===== config.mk =====
export PLATFORM = sky130hd
export DESIGN_NAME = pitch_to_scale_note_mapper
export DESIGN_NICKNAME = d
export VERILOG_FILES = /design/src/hw/rtl/ptsnm_pkg.sv /design/src/hw/rtl/ptsnm_cfg.sv /design/src/hw/rtl/ptsnm_ctrl.sv /design/src/hw/rtl/ptsnm_dp.sv /design/src/hw/rtl/pitch_to_scale_note_mapper.sv
export SDC_FILE = /design/constraint.sdc
export NUM_CORES = 1
export LEC_CHECK = 0
export ABC_AREA = 0
export ABC_CLOCK_PERIOD_IN_PS = 6700
export BUFFER_PORTS_ARGS = -buffer_cell sky130_fd_sc_hd__buf_2
export CORE_ASPECT_RATIO = 0.6
export CORE_UTILIZATION = 35
export CTS_CLUSTER_SIZE = 12
export DETAILED_ROUTE_END_ITERATION = 7
export PLACE_DENSITY = 0.63
export REMOVE_ABC_BUFFERS = 1
export SLEW_MARGIN = 40
export SYNTH_ARGS = -nofsm -noshare
export SYNTH_HDL_FRONTEND = slang
export SYNTH_SLANG_ARGS = --single-unit

===== constraint.sdc =====
create_clock -name clk -period 6.7 [get_ports clk]
set_input_delay 1.675 -clock clk [delete_from_list [all_inputs] [get_ports clk]]
set_output_delay 1.675 -clock clk [all_outputs]
set_load 0.02 [all_outputs]

===== src/hw/rtl/ptsnm_pkg.sv =====
// Shared types and constants for the pitch-to-scale note mapper.
`timescale 1ns / 1ps

package ptsnm_pkg;

  // Field widths.
  localparam int PITCH_W     = 15;
  localparam int NOTE_W      = 9;
  localparam int HELD_W      = 64;
  localparam int RND_W       = 8;
  localparam int PC_W        = 4;
  localparam int DIST_W      = 18;
  localparam int IN_TDATA_W  = 144;
  localparam int IN_TUSER_W  = 2;
  localparam int OUT_TDATA_W = 16;
  localparam int CFG_AW      = 4;
  localparam int CFG_DW      = 32;

  // Register indexes on the configuration port.
  localparam logic [1:0] REG_SCALE_MODE  = 2'd0;
  localparam logic [1:0] REG_CUSTOM_MASK = 2'd1;
  localparam logic [1:0] REG_KEY_ROOT    = 2'd2;
  localparam logic [1:0] REG_STABILITY   = 2'd3;

  // Scale modes.
  localparam logic [1:0] MODE_MAJOR  = 2'd0;
  localparam logic [1:0] MODE_MINOR  = 2'd1;
  localparam logic [1:0] MODE_CHROM  = 2'd2;
  localparam logic [1:0] MODE_CUSTOM = 2'd3;

  localparam logic [11:0] MASK_MAJOR     = 12'hAB5;
  localparam logic [11:0] MASK_MINOR     = 12'h5AD;
  localparam logic [11:0] MASK_CHROM     = 12'hFFF;
  localparam logic [11:0] CUSTOM_MASK_RST = 12'hFFF;

  // Hysteresis constants: margin = 13 + round(90*s/256), min commit = 1 + round(5*s/256).
  localparam logic [8:0]  STAB_ONE     = 9'd256;
  localparam logic [6:0]  MARGIN_BASE  = 7'd13;
  localparam logic [14:0] MARGIN_GAIN  = 15'd90;
  localparam logic [10:0] COMMIT_GAIN  = 11'd5;
  localparam logic [2:0]  COMMIT_MAX   = 3'd7;

  // Pitch-class arithmetic: x/12 for x < 256 is (x*171) >> 11.
  localparam logic [15:0] RECIP12      = 16'd171;
  localparam int          RECIP12_SH   = 11;
  localparam logic [3:0]  PC_LAST      = 4'd11;
  localparam logic [3:0]  OCTAVE       = 4'd12;
  localparam logic [3:0]  SEARCH_SPAN  = 4'd12;

  typedef enum logic [2:0] {
    ST_IDLE,
    ST_SCAN,
    ST_SEARCH,
    ST_DIST,
    ST_EMIT
  } state_t;

  typedef struct packed {
    logic [1:0]  scale_mode;
    logic [11:0] custom_mask;
    logic [3:0]  key_root;
    logic [8:0]  stability;
  } cfg_t;

  typedef struct packed {
    logic load;
    logic scan;
    logic search;
    logic measure;
    logic emit;
  } dp_cmd_t;

  typedef struct packed {
    logic voiced;
    logic scan_last;
    logic found;
    logic search_hit;
  } dp_sts_t;

endpackage


===== src/hw/rtl/ptsnm_cfg.sv =====
// Configuration register file with its APB-style access port.
`timescale 1ns / 1ps

module ptsnm_cfg
  import ptsnm_pkg::*;
(
  input  logic              clk,
  input  logic              rst_n,
  input  logic              cfg_psel,
  input  logic              cfg_penable,
  input  logic              cfg_pwrite,
  input  logic [CFG_AW-1:0] cfg_paddr,
  input  logic [CFG_DW-1:0] cfg_pwdata,
  output logic [CFG_DW-1:0] cfg_prdata,
  output logic              cfg_pready,
  output cfg_t              cfg
);

  logic [1:0]  scale_mode_r;
  logic [11:0] custom_mask_r;
  logic [3:0]  key_root_r;
  logic [8:0]  stability_r;
  logic        wr_en;
  logic [1:0]  reg_idx;

  assign wr_en      = cfg_psel && cfg_penable && cfg_pwrite;
  assign reg_idx    = cfg_paddr[3:2];
  assign cfg_pready = 1'b1;

  always_ff @(posedge clk) begin
    if (!rst_n) begin
      scale_mode_r  <= MODE_MAJOR;
      custom_mask_r <= CUSTOM_MASK_RST;
      key_root_r    <= 4'd0;
      stability_r   <= 9'd0;
    end else if (wr_en) begin
      unique case (reg_idx)
        REG_SCALE_MODE:  scale_mode_r  <= cfg_pwdata[1:0];
        REG_CUSTOM_MASK: custom_mask_r <= cfg_pwdata[11:0];
        REG_KEY_ROOT:    key_root_r    <= cfg_pwdata[3:0];
        REG_STABILITY:   stability_r   <= cfg_pwdata[8:0];
        default:         ;
      endcase
    end
  end

  always_comb begin
    unique case (reg_idx)
      REG_SCALE_MODE:  cfg_prdata = {30'd0, scale_mode_r};
      REG_CUSTOM_MASK: cfg_prdata = {20'd0, custom_mask_r};
      REG_KEY_ROOT:    cfg_prdata = {28'd0, key_root_r};
      REG_STABILITY:   cfg_prdata = {23'd0, stability_r};
      default:         cfg_prdata = '0;
    endcase
  end

  assign cfg.scale_mode  = scale_mode_r;
  assign cfg.custom_mask = custom_mask_r;
  assign cfg.key_root    = key_root_r;
  assign cfg.stability   = stability_r;

endmodule


===== src/hw/rtl/ptsnm_ctrl.sv =====
// Sequencer for the note mapper: scan, scale search, distance and commit steps.
`timescale 1ns / 1ps

module ptsnm_ctrl
  import ptsnm_pkg::*;
(
  input  logic    clk,
  input  logic    rst_n,
  input  logic    in_tvalid,
  output logic    in_tready,
  output logic    out_tvalid,
  input  logic    out_tready,
  input  dp_sts_t sts,
  output dp_cmd_t cmd
);

  state_t state_r, state_nxt;
  logic   out_valid_r, out_valid_nxt;
  logic   slot_free;

  assign slot_free = !out_valid_r || out_tready;

  always_ff @(posedge clk) begin
    if (!rst_n) begin
      state_r     <= ST_IDLE;
      out_valid_r <= 1'b0;
    end else begin
      state_r     <= state_nxt;
      out_valid_r <= out_valid_nxt;
    end
  end

  always_comb begin
    state_nxt = state_r;
    unique case (state_r)
      ST_IDLE: begin
        if (in_tvalid) state_nxt = ST_SCAN;
      end
      ST_SCAN: begin
        if (!sts.voiced) state_nxt = ST_EMIT;
        else if (sts.scan_last) state_nxt = ST_SEARCH;
      end
      ST_SEARCH: begin
        if (sts.found || sts.search_hit) state_nxt = ST_DIST;
      end
      ST_DIST: state_nxt = ST_EMIT;
      ST_EMIT: begin
        if (slot_free) state_nxt = ST_IDLE;
      end
      default: state_nxt = ST_IDLE;
    endcase
  end

  always_comb begin
    cmd        = '0;
    in_tready  = 1'b0;
    unique case (state_r)
      ST_IDLE: begin
        in_tready = 1'b1;
        cmd.load  = in_tvalid;
      end
      ST_SCAN:   cmd.scan    = sts.voiced;
      ST_SEARCH: cmd.search  = !sts.found;
      ST_DIST:   cmd.measure = 1'b1;
      ST_EMIT:   cmd.emit    = slot_free;
      default:   ;
    endcase
  end

  always_comb begin
    out_valid_nxt = out_valid_r;
    if (cmd.emit) out_valid_nxt = 1'b1;
    else if (out_tready) out_valid_nxt = 1'b0;
  end

  assign out_tvalid = out_valid_r;

`ifndef ASSERT_OFF
  a_emit_slot: assert property (@(posedge clk) disable iff (!rst_n)
    cmd.emit |-> (!out_valid_r || out_tready))
    else $error("result written over a word not yet taken");
  a_scan_to_search: assert property (@(posedge clk) disable iff (!rst_n)
    (state_r == ST_SCAN && sts.voiced && sts.scan_last) |=> state_r == ST_SEARCH)
    else $error("scan did not hand over to the scale search");
  a_search_bounded: assert property (@(posedge clk) disable iff (!rst_n)
    (state_r == ST_SEARCH && !sts.found) |-> (sts.search_hit || !cmd.emit))
    else $error("emit issued during the scale search");
`endif

endmodule


===== src/hw/rtl/ptsnm_dp.sv =====
// Datapath of the note mapper: held-note scan, scale search and target update.
`timescale 1ns / 1ps

module ptsnm_dp
  import ptsnm_pkg::*;
#(
  parameter int NOTE_COUNT = 128
) (
  input  logic                     clk,
  input  logic                     rst_n,
  input  dp_cmd_t                  cmd,
  output dp_sts_t                  sts,
  input  cfg_t                     cfg,
  input  logic [IN_TDATA_W-1:0]    in_tdata,
  input  logic [IN_TUSER_W-1:0]    in_tuser,
  output logic signed [NOTE_W-1:0] out_target
);

  localparam int CW = (NOTE_COUNT > 1) ? $clog2(NOTE_COUNT) : 1;

  logic [PITCH_W-1:0]       pitch_r;
  logic                     voiced_r;
  logic                     onset_r;
  logic [NOTE_COUNT-1:0]    held_r;
  logic [RND_W-1:0]         rnd_r;
  logic signed [16:0]       diff_r;
  logic [15:0]              best_r;
  logic [CW-1:0]            n_r;
  logic                     found_r;
  logic signed [NOTE_W-1:0] prop_r;
  logic signed [NOTE_W-1:0] cand_dn_r, cand_up_r;
  logic [PC_W-1:0]          pc_dn_r, pc_up_r;
  logic [3:0]               d_r;
  logic [DIST_W-2:0]        dcur_r, dprop_r;
  logic signed [NOTE_W-1:0] target_r, target_nxt;
  logic [2:0]               commit_r, commit_nxt;
  logic signed [NOTE_W-1:0] out_target_r;

  logic [2*HELD_W-1:0]      held_all;
  logic [15:0]              scan_abs;
  logic                     scan_take;
  logic [15:0]              rnd_prod;
  logic [4:0]               rnd_q;
  logic [PC_W-1:0]          rnd_pc, key_pc, pc0;
  logic [11:0]              mask;
  logic                     dn_hit, up_hit;
  logic signed [NOTE_W-1:0] rnd_note, search_pick;
  logic [8:0]               stab_sat;
  logic [14:0]              margin_prod;
  logic [10:0]              commit_prod;
  logic [6:0]               margin;
  logic [2:0]               min_commit;
  logic signed [DIST_W-1:0] pitch_ext, cur_diff, prop_diff;
  logic [DIST_W-2:0]        cur_abs, prop_abs;
  logic                     closer, change;

  assign held_all = {in_tdata[PITCH_W+2*HELD_W-1:PITCH_W+HELD_W],
                     in_tdata[PITCH_W+HELD_W-1:PITCH_W]};

  // Held-note scan: one note per cycle, strict compare keeps the lower note on a tie.
  assign scan_abs  = diff_r[16] ? 16'(-diff_r) : diff_r[15:0];
  assign scan_take = held_r[0] && (scan_abs < best_r);

  // Pitch class of the rounded pitch relative to the key root.
  assign rnd_prod = 16'(rnd_r) * RECIP12;
  assign rnd_q    = rnd_prod[15:RECIP12_SH];
  assign rnd_pc   = PC_W'(rnd_r - 8'(rnd_q) * 8'(OCTAVE));
  assign key_pc   = (cfg.key_root >= OCTAVE) ? cfg.key_root - OCTAVE : cfg.key_root;
  assign pc0      = (rnd_pc >= key_pc) ? rnd_pc - key_pc : rnd_pc + OCTAVE - key_pc;
  assign rnd_note = NOTE_W'(rnd_r);

  always_comb begin
    case (cfg.scale_mode)
      MODE_MAJOR: mask = MASK_MAJOR;
      MODE_MINOR: mask = MASK_MINOR;
      MODE_CHROM: mask = MASK_CHROM;
      default:    mask = cfg.custom_mask;
    endcase
  end

  assign dn_hit = mask[pc_dn_r];
  assign up_hit = mask[pc_up_r] && (d_r != 4'd0);
  assign search_pick = dn_hit ? cand_dn_r : (up_hit ? cand_up_r : rnd_note);

  // Hysteresis from the stability register.
  assign stab_sat    = (cfg.stability > STAB_ONE) ? STAB_ONE : cfg.stability;
  assign margin_prod = 15'(stab_sat) * MARGIN_GAIN + 15'd128;
  assign commit_prod = 11'(stab_sat) * COMMIT_GAIN + 11'd128;
  assign margin      = MARGIN_BASE + margin_prod[14:8];
  assign min_commit  = 3'd1 + commit_prod[10:8];

  assign pitch_ext = DIST_W'(pitch_r);
  assign cur_diff  = pitch_ext - {target_r[NOTE_W-1], target_r, 8'd0};
  assign prop_diff = pitch_ext - {prop_r[NOTE_W-1], prop_r, 8'd0};
  assign cur_abs   = cur_diff[DIST_W-1] ? (DIST_W-1)'(-cur_diff) : cur_diff[DIST_W-2:0];
  assign prop_abs  = prop_diff[DIST_W-1] ? (DIST_W-1)'(-prop_diff) : prop_diff[DIST_W-2:0];

  assign closer = ({1'b0, dprop_r} + DIST_W'(margin)) < {1'b0, dcur_r};
  assign change = target_r[NOTE_W-1] ||
                  ((prop_r != target_r) &&
                   (onset_r || ((commit_r >= min_commit) && closer)));

  always_comb begin
    target_nxt = target_r;
    commit_nxt = commit_r;
    if (change) begin
      target_nxt = prop_r;
      commit_nxt = 3'd1;
    end else if (commit_r < COMMIT_MAX) begin
      commit_nxt = commit_r + 3'd1;
    end
  end

  always_ff @(posedge clk) begin
    if (cmd.load) begin
      pitch_r  <= in_tdata[PITCH_W-1:0];
      voiced_r <= in_tuser[0];
      onset_r  <= in_tuser[1];
      held_r   <= held_all[NOTE_COUNT-1:0];
      rnd_r    <= RND_W'((16'(in_tdata[PITCH_W-1:0]) + 16'd128) >> 8);
      diff_r   <= 17'(in_tdata[PITCH_W-1:0]);
      best_r   <= '1;
      n_r      <= '0;
      found_r  <= 1'b0;
    end
    if (cmd.scan) begin
      if (scan_take) begin
        best_r  <= scan_abs;
        prop_r  <= NOTE_W'(n_r);
        found_r <= 1'b1;
      end
      held_r    <= held_r >> 1;
      diff_r    <= diff_r - 17'sd256;
      n_r       <= n_r + 1'b1;
      cand_dn_r <= rnd_note;
      cand_up_r <= rnd_note;
      pc_dn_r   <= pc0;
      pc_up_r   <= pc0;
      d_r       <= 4'd0;
    end
    if (cmd.search) begin
      if (dn_hit || up_hit || d_r == SEARCH_SPAN) prop_r <= search_pick;
      cand_dn_r <= cand_dn_r - 9'sd1;
      cand_up_r <= cand_up_r + 9'sd1;
      pc_dn_r   <= (pc_dn_r == 4'd0) ? PC_LAST : pc_dn_r - 4'd1;
      pc_up_r   <= (pc_up_r == PC_LAST) ? 4'd0 : pc_up_r + 4'd1;
      d_r       <= d_r + 4'd1;
    end
    if (cmd.measure) begin
      dcur_r  <= cur_abs;
      dprop_r <= prop_abs;
    end
    if (cmd.emit) begin
      out_target_r <= voiced_r ? target_nxt : target_r;
    end
  end

  always_ff @(posedge clk) begin
    if (!rst_n) begin
      target_r <= -9'sd1;
      commit_r <= 3'd0;
    end else if (cmd.emit && voiced_r) begin
      target_r <= target_nxt;
      commit_r <= commit_nxt;
    end
  end

  assign sts.voiced     = voiced_r;
  assign sts.scan_last  = (n_r == CW'(NOTE_COUNT - 1));
  assign sts.found      = found_r;
  assign sts.search_hit = dn_hit || up_hit || (d_r == SEARCH_SPAN);
  assign out_target     = out_target_r;

`ifndef ASSERT_OFF
  a_commit_after_target: assert property (@(posedge clk) disable iff (!rst_n)
    !target_r[NOTE_W-1] |-> commit_r != 3'd0)
    else $error("target held with a zero commit count");
  a_first_take: assert property (@(posedge clk) disable iff (!rst_n)
    (cmd.emit && voiced_r && target_r[NOTE_W-1]) |=> (commit_r == 3'd1))
    else $error("first proposal did not reset the commit count");
`endif

endmodule


===== src/hw/rtl/pitch_to_scale_note_mapper.sv =====
// Top level of the pitch-to-scale note mapper.
`timescale 1ns / 1ps

// Each input word is one analysis frame: in_tuser carries voiced and onset,
// in_tdata the Q7.8 pitch and the 128-bit held-note set. Every frame yields
// exactly one output word holding the current target note (signed) in
// out_tdata and a has-target flag in out_tuser.
// A voiced frame walks the held-note set one note per cycle, then passes
// through the search step if a note was held, or else searches the
// scale outward from the rounded pitch one distance per cycle, up to
// twelve semitones away; the distance compare and the commit follow. An
// unvoiced frame goes from the scan straight to the commit. The controller
// returns to idle before it takes the next frame, so a new frame waits
// until the last is through, and the held-note scan sets the rate.
// The result sits in an output register, so a new frame is accepted while
// the previous word waits; if the receiver stalls, the next frame finishes
// its work and then holds until the output register is free.
// Reset clears the target (reported as -1, no target), the commit counter
// and the configuration registers to their defaults; no clearing pass.
// Configuration is to be written through the APB-style port only while
// idle; the block itself does not enforce this.

module pitch_to_scale_note_mapper
  import ptsnm_pkg::*;
#(
  parameter int NOTE_COUNT = 128
) (
  input  logic                   clk,
  input  logic                   rst_n,
  input  logic                   in_tvalid,
  output logic                   in_tready,
  // pitch[14:0], held_notes_low[78:15], held_notes_high[142:79], zero pad
  input  logic [IN_TDATA_W-1:0]  in_tdata,
  // voiced[0], onset[1]
  input  logic [IN_TUSER_W-1:0]  in_tuser,
  output logic                   out_tvalid,
  input  logic                   out_tready,
  // target_note[8:0] (signed), zero pad
  output logic [OUT_TDATA_W-1:0] out_tdata,
  // has_target[0]
  output logic [0:0]             out_tuser,
  input  logic                   cfg_psel,
  input  logic                   cfg_penable,
  input  logic                   cfg_pwrite,
  input  logic [CFG_AW-1:0]      cfg_paddr,
  input  logic [CFG_DW-1:0]      cfg_pwdata,
  output logic [CFG_DW-1:0]      cfg_prdata,
  output logic                   cfg_pready
);

  cfg_t                     cfg;
  dp_cmd_t                  cmd;
  dp_sts_t                  sts;
  logic signed [NOTE_W-1:0] target;

  ptsnm_cfg u_cfg (
    .clk         (clk),
    .rst_n       (rst_n),
    .cfg_psel    (cfg_psel),
    .cfg_penable (cfg_penable),
    .cfg_pwrite  (cfg_pwrite),
    .cfg_paddr   (cfg_paddr),
    .cfg_pwdata  (cfg_pwdata),
    .cfg_prdata  (cfg_prdata),
    .cfg_pready  (cfg_pready),
    .cfg         (cfg)
  );

  ptsnm_ctrl u_ctrl (
    .clk        (clk),
    .rst_n      (rst_n),
    .in_tvalid  (in_tvalid),
    .in_tready  (in_tready),
    .out_tvalid (out_tvalid),
    .out_tready (out_tready),
    .sts        (sts),
    .cmd        (cmd)
  );

  ptsnm_dp #(
    .NOTE_COUNT (NOTE_COUNT)
  ) u_dp (
    .clk        (clk),
    .rst_n      (rst_n),
    .cmd        (cmd),
    .sts        (sts),
    .cfg        (cfg),
    .in_tdata   (in_tdata),
    .in_tuser   (in_tuser),
    .out_target (target)
  );

  // A negative target means none is held.
  assign out_tdata    = {{(OUT_TDATA_W - NOTE_W){1'b0}}, target};
  assign out_tuser[0] = !target[NOTE_W-1];

endmodule


* Yosys cells after proc, flatten, opt, wreduce, memory -nomap -nowiden
Index checks and enable logic that the tools add are counted.
Operators by class: add/subtract/negate cells 24, multiply operators 4, divide/modulo/power cells 0, order comparisons 9, equality and inequality tests 17, shift operators 0, muxes and demuxes 58, bitwise gates (word level) 0, reductions and logical operators 31
Operators by type and width (number):
- 2-to-1 mux 127 bit | 2
- one-hot mux 32 bit (4 select lines) | 1
- 2-to-1 mux 9 bit | 12
- 2-to-1 mux 17 bit | 4
- 2-to-1 mux 16 bit | 4
- 2-to-1 mux 4 bit | 9
- one-hot mux 12 bit (3 select lines) | 1
- subtractor 16 x 17 -> 18 bit | 2
- negation 17 bit | 2
- 2-to-1 mux 3 bit | 7
- adder 17 x 7 -> 18 bit | 1
- < comparator 18 x 17 -> 1 bit | 1
- subtractor 17 x 10 -> 17 bit, second input constant | 1
- adder 15 x 8 -> 16 bit, second input constant | 1
- < comparator 16 bit | 1
- multiplier 8 x 8 -> 16 bit, second input constant | 1
- negation 16 bit | 1
- adder 15 x 8 -> 15 bit, second input constant | 1
- one-hot mux 3 bit (5 select lines) | 1
- multiplier 9 x 6 -> 14 bit, second input constant | 1
- 2-to-1 mux 7 bit | 2
- 2-to-1 mux 1 bit | 13
- subtractor 4 bit | 3
- adder 11 x 8 -> 11 bit, second input constant | 1
- 40 further kinds | 70
Word-level totals: bits in registers 319, bits in latches 0, RAM bits 0, ROM bits 0, word-level logic and storage cells 170, memories 0

* Depth between registers and ports, before layout
word-level depth 13, depth in mapped cells 36, gate-level depth less buffers 34

* Hierarchy
From an unflattened synthesis, not the netlist that was laid out.
Second synthesis, totals: cell total of the unflattened synthesis 1784, area total of the unflattened synthesis 19635.1 um^2
By module, submodules not included:
- ptsnm_dp | times used 1, cells an instance 1585, area an instance 17890.9 um^2, sequential area each 8227.9 um^2
- ptsnm_cfg | times used 1, cells an instance 162, area an instance 1455.1 um^2, sequential area each 540.5 um^2
- ptsnm_ctrl | times used 1, cells an instance 28, area an instance 229.0 um^2, sequential area each 80.1 um^2
- pitch_to_scale_note_mapper | times used 1, cells an instance 9, area an instance 60.1 um^2, sequential area each 0.0 um^2

* Least setup slack after synthesis
No wires, ideal clock.
path kind register -> register, from register u_cfg.stability_r[8], to register u_dp.out_target_r[0] (netlist: u_dp.out_target[0]), data pin, arrival 7.146 ns, required time 6.440 ns, slack -0.706 ns, stages on the path, launching flop included 30, buffers on the path 1, cell sequence dfxtp_1 -> clkbuf_1 -> nor2b_1 -> ha_1 -> fa_1 -> fa_1 -> ha_1 -> or3_1 -> and2_1 -> ha_1 -> xnor3_1 -> ha_1 -> xor2_1 -> ha_1 -> o21ai_1 -> a21boi_0 -> o21a_1 -> nor2_1 -> o21ai_0 -> nand4_1 -> xnor2_1 -> ha_1 -> a21o_1 -> a21o_1 -> a21oi_1 -> nand2_1 -> a41oi_1 -> o22a_1 -> o211ai_2 -> mux2_2
On the way: word-level cells in the longest chain between the ends 13, elaborated cells between the ends (all ways) 17
RTL lines:
- start, declared | line ptsnm_cfg.sv:22 | logic [8:0] stability_r;
- start signal, assigned | line ptsnm_cfg.sv:41 | REG_STABILITY: stability_r <= cfg_pwdata[8:0];
- > comparator 9 bit | line ptsnm_dp.sv:86 | assign stab_sat = (cfg.stability > STAB_ONE) ? STAB_ONE : cfg.stability;
- 2-to-1 mux 9 bit (*) | line ptsnm_dp.sv:86
- multiplier 9 x 6 -> 14 bit | line ptsnm_dp.sv:87 | assign margin_prod = 15'(stab_sat) * MARGIN_GAIN + 15'd128;
- adder 15 x 8 -> 15 bit | line ptsnm_dp.sv:87
- adder 4 x 7 -> 7 bit | line ptsnm_dp.sv:89 | assign margin = MARGIN_BASE + margin_prod[14:8];
- adder 17 x 7 -> 18 bit | line ptsnm_dp.sv:98 | assign closer = ({1'b0, dprop_r} + DIST_W'(margin)) < {1'b0, dcur_r};
- < comparator 18 x 17 -> 1 bit | line ptsnm_dp.sv:98
- logical AND 1 bit (*) | line ptsnm_dp.sv:101 | (onset_r || ((commit_r >= min_commit) && closer)));
- logical OR 1 bit (*) | line ptsnm_dp.sv:101
- logical AND 1 bit (*) | line ptsnm_dp.sv:100 | ((prop_r != target_r) &&
- logical OR 1 bit (*) | line ptsnm_dp.sv:99 | assign change = target_r[NOTE_W-1] ||
- 2-to-1 mux 9 bit (*) | line ptsnm_dp.sv:106 | if (change) begin
- 2-to-1 mux 9 bit (*) | line ptsnm_dp.sv:154 | out_target_r <= voiced_r ? target_nxt : target_r;
- end signal, assigned | line ptsnm_dp.sv:154
- end, declared | line ptsnm_dp.sv:37 | logic signed [NOTE_W-1:0] out_target_r;
Every way passes the cells marked *; elsewhere a longest branch is shown, timed or not. A chain may end at the register's enable or synchronous reset.

* Worst setup path after layout
Same ends and word-level chain as after synthesis.

==> results.md <==
- Outcome: finished with violations
- Failing checks: negative setup slack
- Max Clock Freq: 137.5 MHz
- DR vias: 14.86k
- Initial DRC count: 968
- P&R area growth vs syn: 21.26%
- WS Path Type: reg -> reg
- CP max-delay cell: fa_1
- CTS tree: built
- Maximum VDD drop: 0.2020 mV
- Top post-synthesis cells by area: edfxtp_1 (38%), nand2_1 (9.2%), ha_1 (9.2%), dfxtp_1 (7.1%), xnor2_1 (3.8%)
- Post-synthesis register bit count: 318
- Worst-path fanout max: 6
- Hold Buf Count CTS: 0
- Max clock buf depth: 3
- Post-route clock period utilization: 108.6%
- Met1 wire length: 24350 um
- Minimum clock period: 7275 ps
- Setup WS post-layout: -575.2 ps
- Slew headroom: 49.32%
- CTS Sinks: 318
- Critical Path RT: 6980 ps
- Dpl cell area: 0.02187 mm2
- Largest area contributor in the netlist: edfxtp_1
- Synth cell count leaders: nand2_1 (483), edfxtp_1 (248), inv_1 (160), ha_1 (144), nor2_1 (89)
- Slew @ Worst Pin: 759.2 ps
- Seq/Total Area, Yosys: 45.15%
- First-pass GRT wire length: 76680 um
- RSZ-0062 raised after global routing: true
- Max Slew Vio Count: 0
- Main synth FF type: edfxtp_1
- Most frequent CP cell: buf_6
- Leakage: 0.01057 uW
- Antenna-violating nets left: 0
- Largest net degree at the start of global routing: 89
- Nature of the critical path endpoint: register
- MaxCap Viol Count: 0
- Core region area: 0.05475 mm2
- Final Net Count: 2636
- Critical Path AT: 7560 ps
- Final hold violations: 0
- Gpl congestion: 0.8770
- Clk_skew: 33.31 ps
- P per Cell Area: 260.0 mW/mm2
- Routed wire length: 48330 um
- Min Hold Slack: 463.7 ps
- Initial antenna violation count: 6
- Vias in the first global route: 14.41k
- Met3 WL post-DR: 3121 um
- # fillers: 5245
- Initial core utilization: 35.80%
- Final setup violation count: 21
- Worst-path clk slew: 60 ps
- CTS buffer count: 36
- Final cell count without fillers: 3051
- Yosys warns: 0
- Die width: 307.5 um
- Crit start category: register
- Die Y: 185.3 um
- Highest metal used: met5
- Vias per Instance: 4.871
- Biggest cell delay along the critical path: 560 ps
- Place WS: -947.5 ps
- Most numerous cell in the Yosys netlist: nand2_1
- Metal2 WL: 20180 um
- Tot GR Track Use: 16.73%
- Placed cells: 2965
- I/O Pins: 241
- Worst hold path class: reg -> reg
- Layout cells sized above 1: 20.08%
- Root buf cell: clkbuf_16
- Row Count: 66
- GRT overflow: 0
- Cell area after layout: 0.02377 mm2
- DR pass1 iterations: 5
- Worst-Skew Late Latency: 540 ps
- Top cell type's share of synthesized area: 38.00%
- Cells after synthesis: 2015
- Cell area after synthesis: 0.01960 mm2
- Post-synth EDFFs: 248
- Port Buf Inserts: 189
- Avg WL per Cell: 15.84 um
- Htree depth: 2
- Die area: 0.05698 mm2
- Total power: 6179 uW
- Netlist cell types: 80
- Detailed Place HPWL: 34690 um
- Avg Cell Area, Syn: 9.727 um2
- DRC: 0
- Ys async rst share: 0%
[cells in the final DEF, fill, tap and decap left out, drive strengths merged, types with 10 or more instances in the layout]
master    n
inv     160
mux2i    43
nand2   483
nand3    38
dfxtp    70
o221ai   12
nand2b   20
nand4    10
a211oi   16
fa       29
buf     300
nor3     38
o21ai    42
a21o     27
and2     12
a21oi    79
nor2b    51
clkbuf   53
nor2     89
xor2     51
or3      11
mux2     12
xnor2    86
edfxtp  248
conb     28
and3     12
ha      144
[routing by layer]
layer,GRT usage (%),up-vias
met5,0,-
met1,25.12,7062
met2,24.73,385
met4,3.045,6
met3,3.398,58
li1,-,7350
[worst paths after layout]
path / from / end / slack, ps / cells past startpoint
setup / recovery: u_cfg.stability_r[8] / u_dp.out_target[0] / -580 / 34
hold / removal: u_dp.held_r[127] / u_dp.held_r[127] / 460 / 2
setup reg to reg: u_cfg.stability_r[8] / u_dp.out_target[0] / -580 / 34
hold reg to reg: u_dp.held_r[127] / u_dp.held_r[127] / 460 / 2
[cell families (layout without fill, tap and decap cells)]
kind of cell	Yosys count	in the layout	share of synthesized area (%)
buffers and inverters	266	526	5.739
AO/OA/AOI/OAI	251	251	8.650
AND/OR/NAND/NOR	805	805	18.24
adder cells (fa/ha/maj)	173	173	12.15
flip-flops	318	318	45.15
XOR/XNOR	138	138	6.237
multiplexers	62	62	3.792
other	2	30	0.03832
[sequential cells by signal (all words and copies together), names as in the netlist, 7 cells and up]
signal               cells
u_cfg.custom_mask_r     12
u_cfg.stability_r        9
u_dp.best_r             16
u_dp.cand_dn_r           9
u_dp.cand_up_r           9
u_dp.dcur_r             16
u_dp.diff_r             17
u_dp.dprop_r            17
u_dp.held_r            128
u_dp.n_r                 7
u_dp.out_target          9
u_dp.pitch_r            15
u_dp.prop_r              9
u_dp.rnd_r               8
u_dp.target_r            9
[stage by stage]
stage	setup TNS [ps]	utilization (%)
3_5_place_dp	-18540	39.94
4_1_cts	-8160	43.13
2_1_floorplan	-963900	-
6_report	-9996	43.41
5_1_grt	-16800	43.40
3_3_place_gp	-14760	39.81
[critical path: cells and delay by family, from the launching register on]
kind | cells | cell delay [ps]
flops | 1 | 390
xor+xnor | 2 | 360
mux | 3 | 700
compound gates | 10 | 1550
simple gates | 6 | 920
fa+ha+maj | 7 | 2270
buf+inv | 6 | 820
[power by group]
part | switching, uW | total [uW] | internal [uW]
registers | 124 | 2520 | 2400
logic | 936 | 1620 | 683
clock network | 837 | 2040 | 1200
[timing repair]
item / in CTS / in global routing
pin swaps: 53 / 27
buffers inserted: 16 / 4
gates resized for setup: 86 / 22
cloned: 1 / 0
endpoints found under the setup margin: 21 / 21
[final cells by class]
type / count / area, um2 / share of cell area (%)
Antenna cell: 2 / 5.005 / 0.02106
Clock buffer: 53 / 1007 / 4.238
Clock inverter: 12 / 176.4 / 0.7423
Inverter: 161 / 605.6 / 2.548
Multi-Input combinational cell: 1457 / 10270 / 43.22
Sequential cell: 318 / 8853 / 37.25
Tap cell: 748 / 935.9 / 3.938
Timing Repair Buffer: 300 / 1912 / 8.044
No activity file was read; power rests on OpenSTA's default activity.
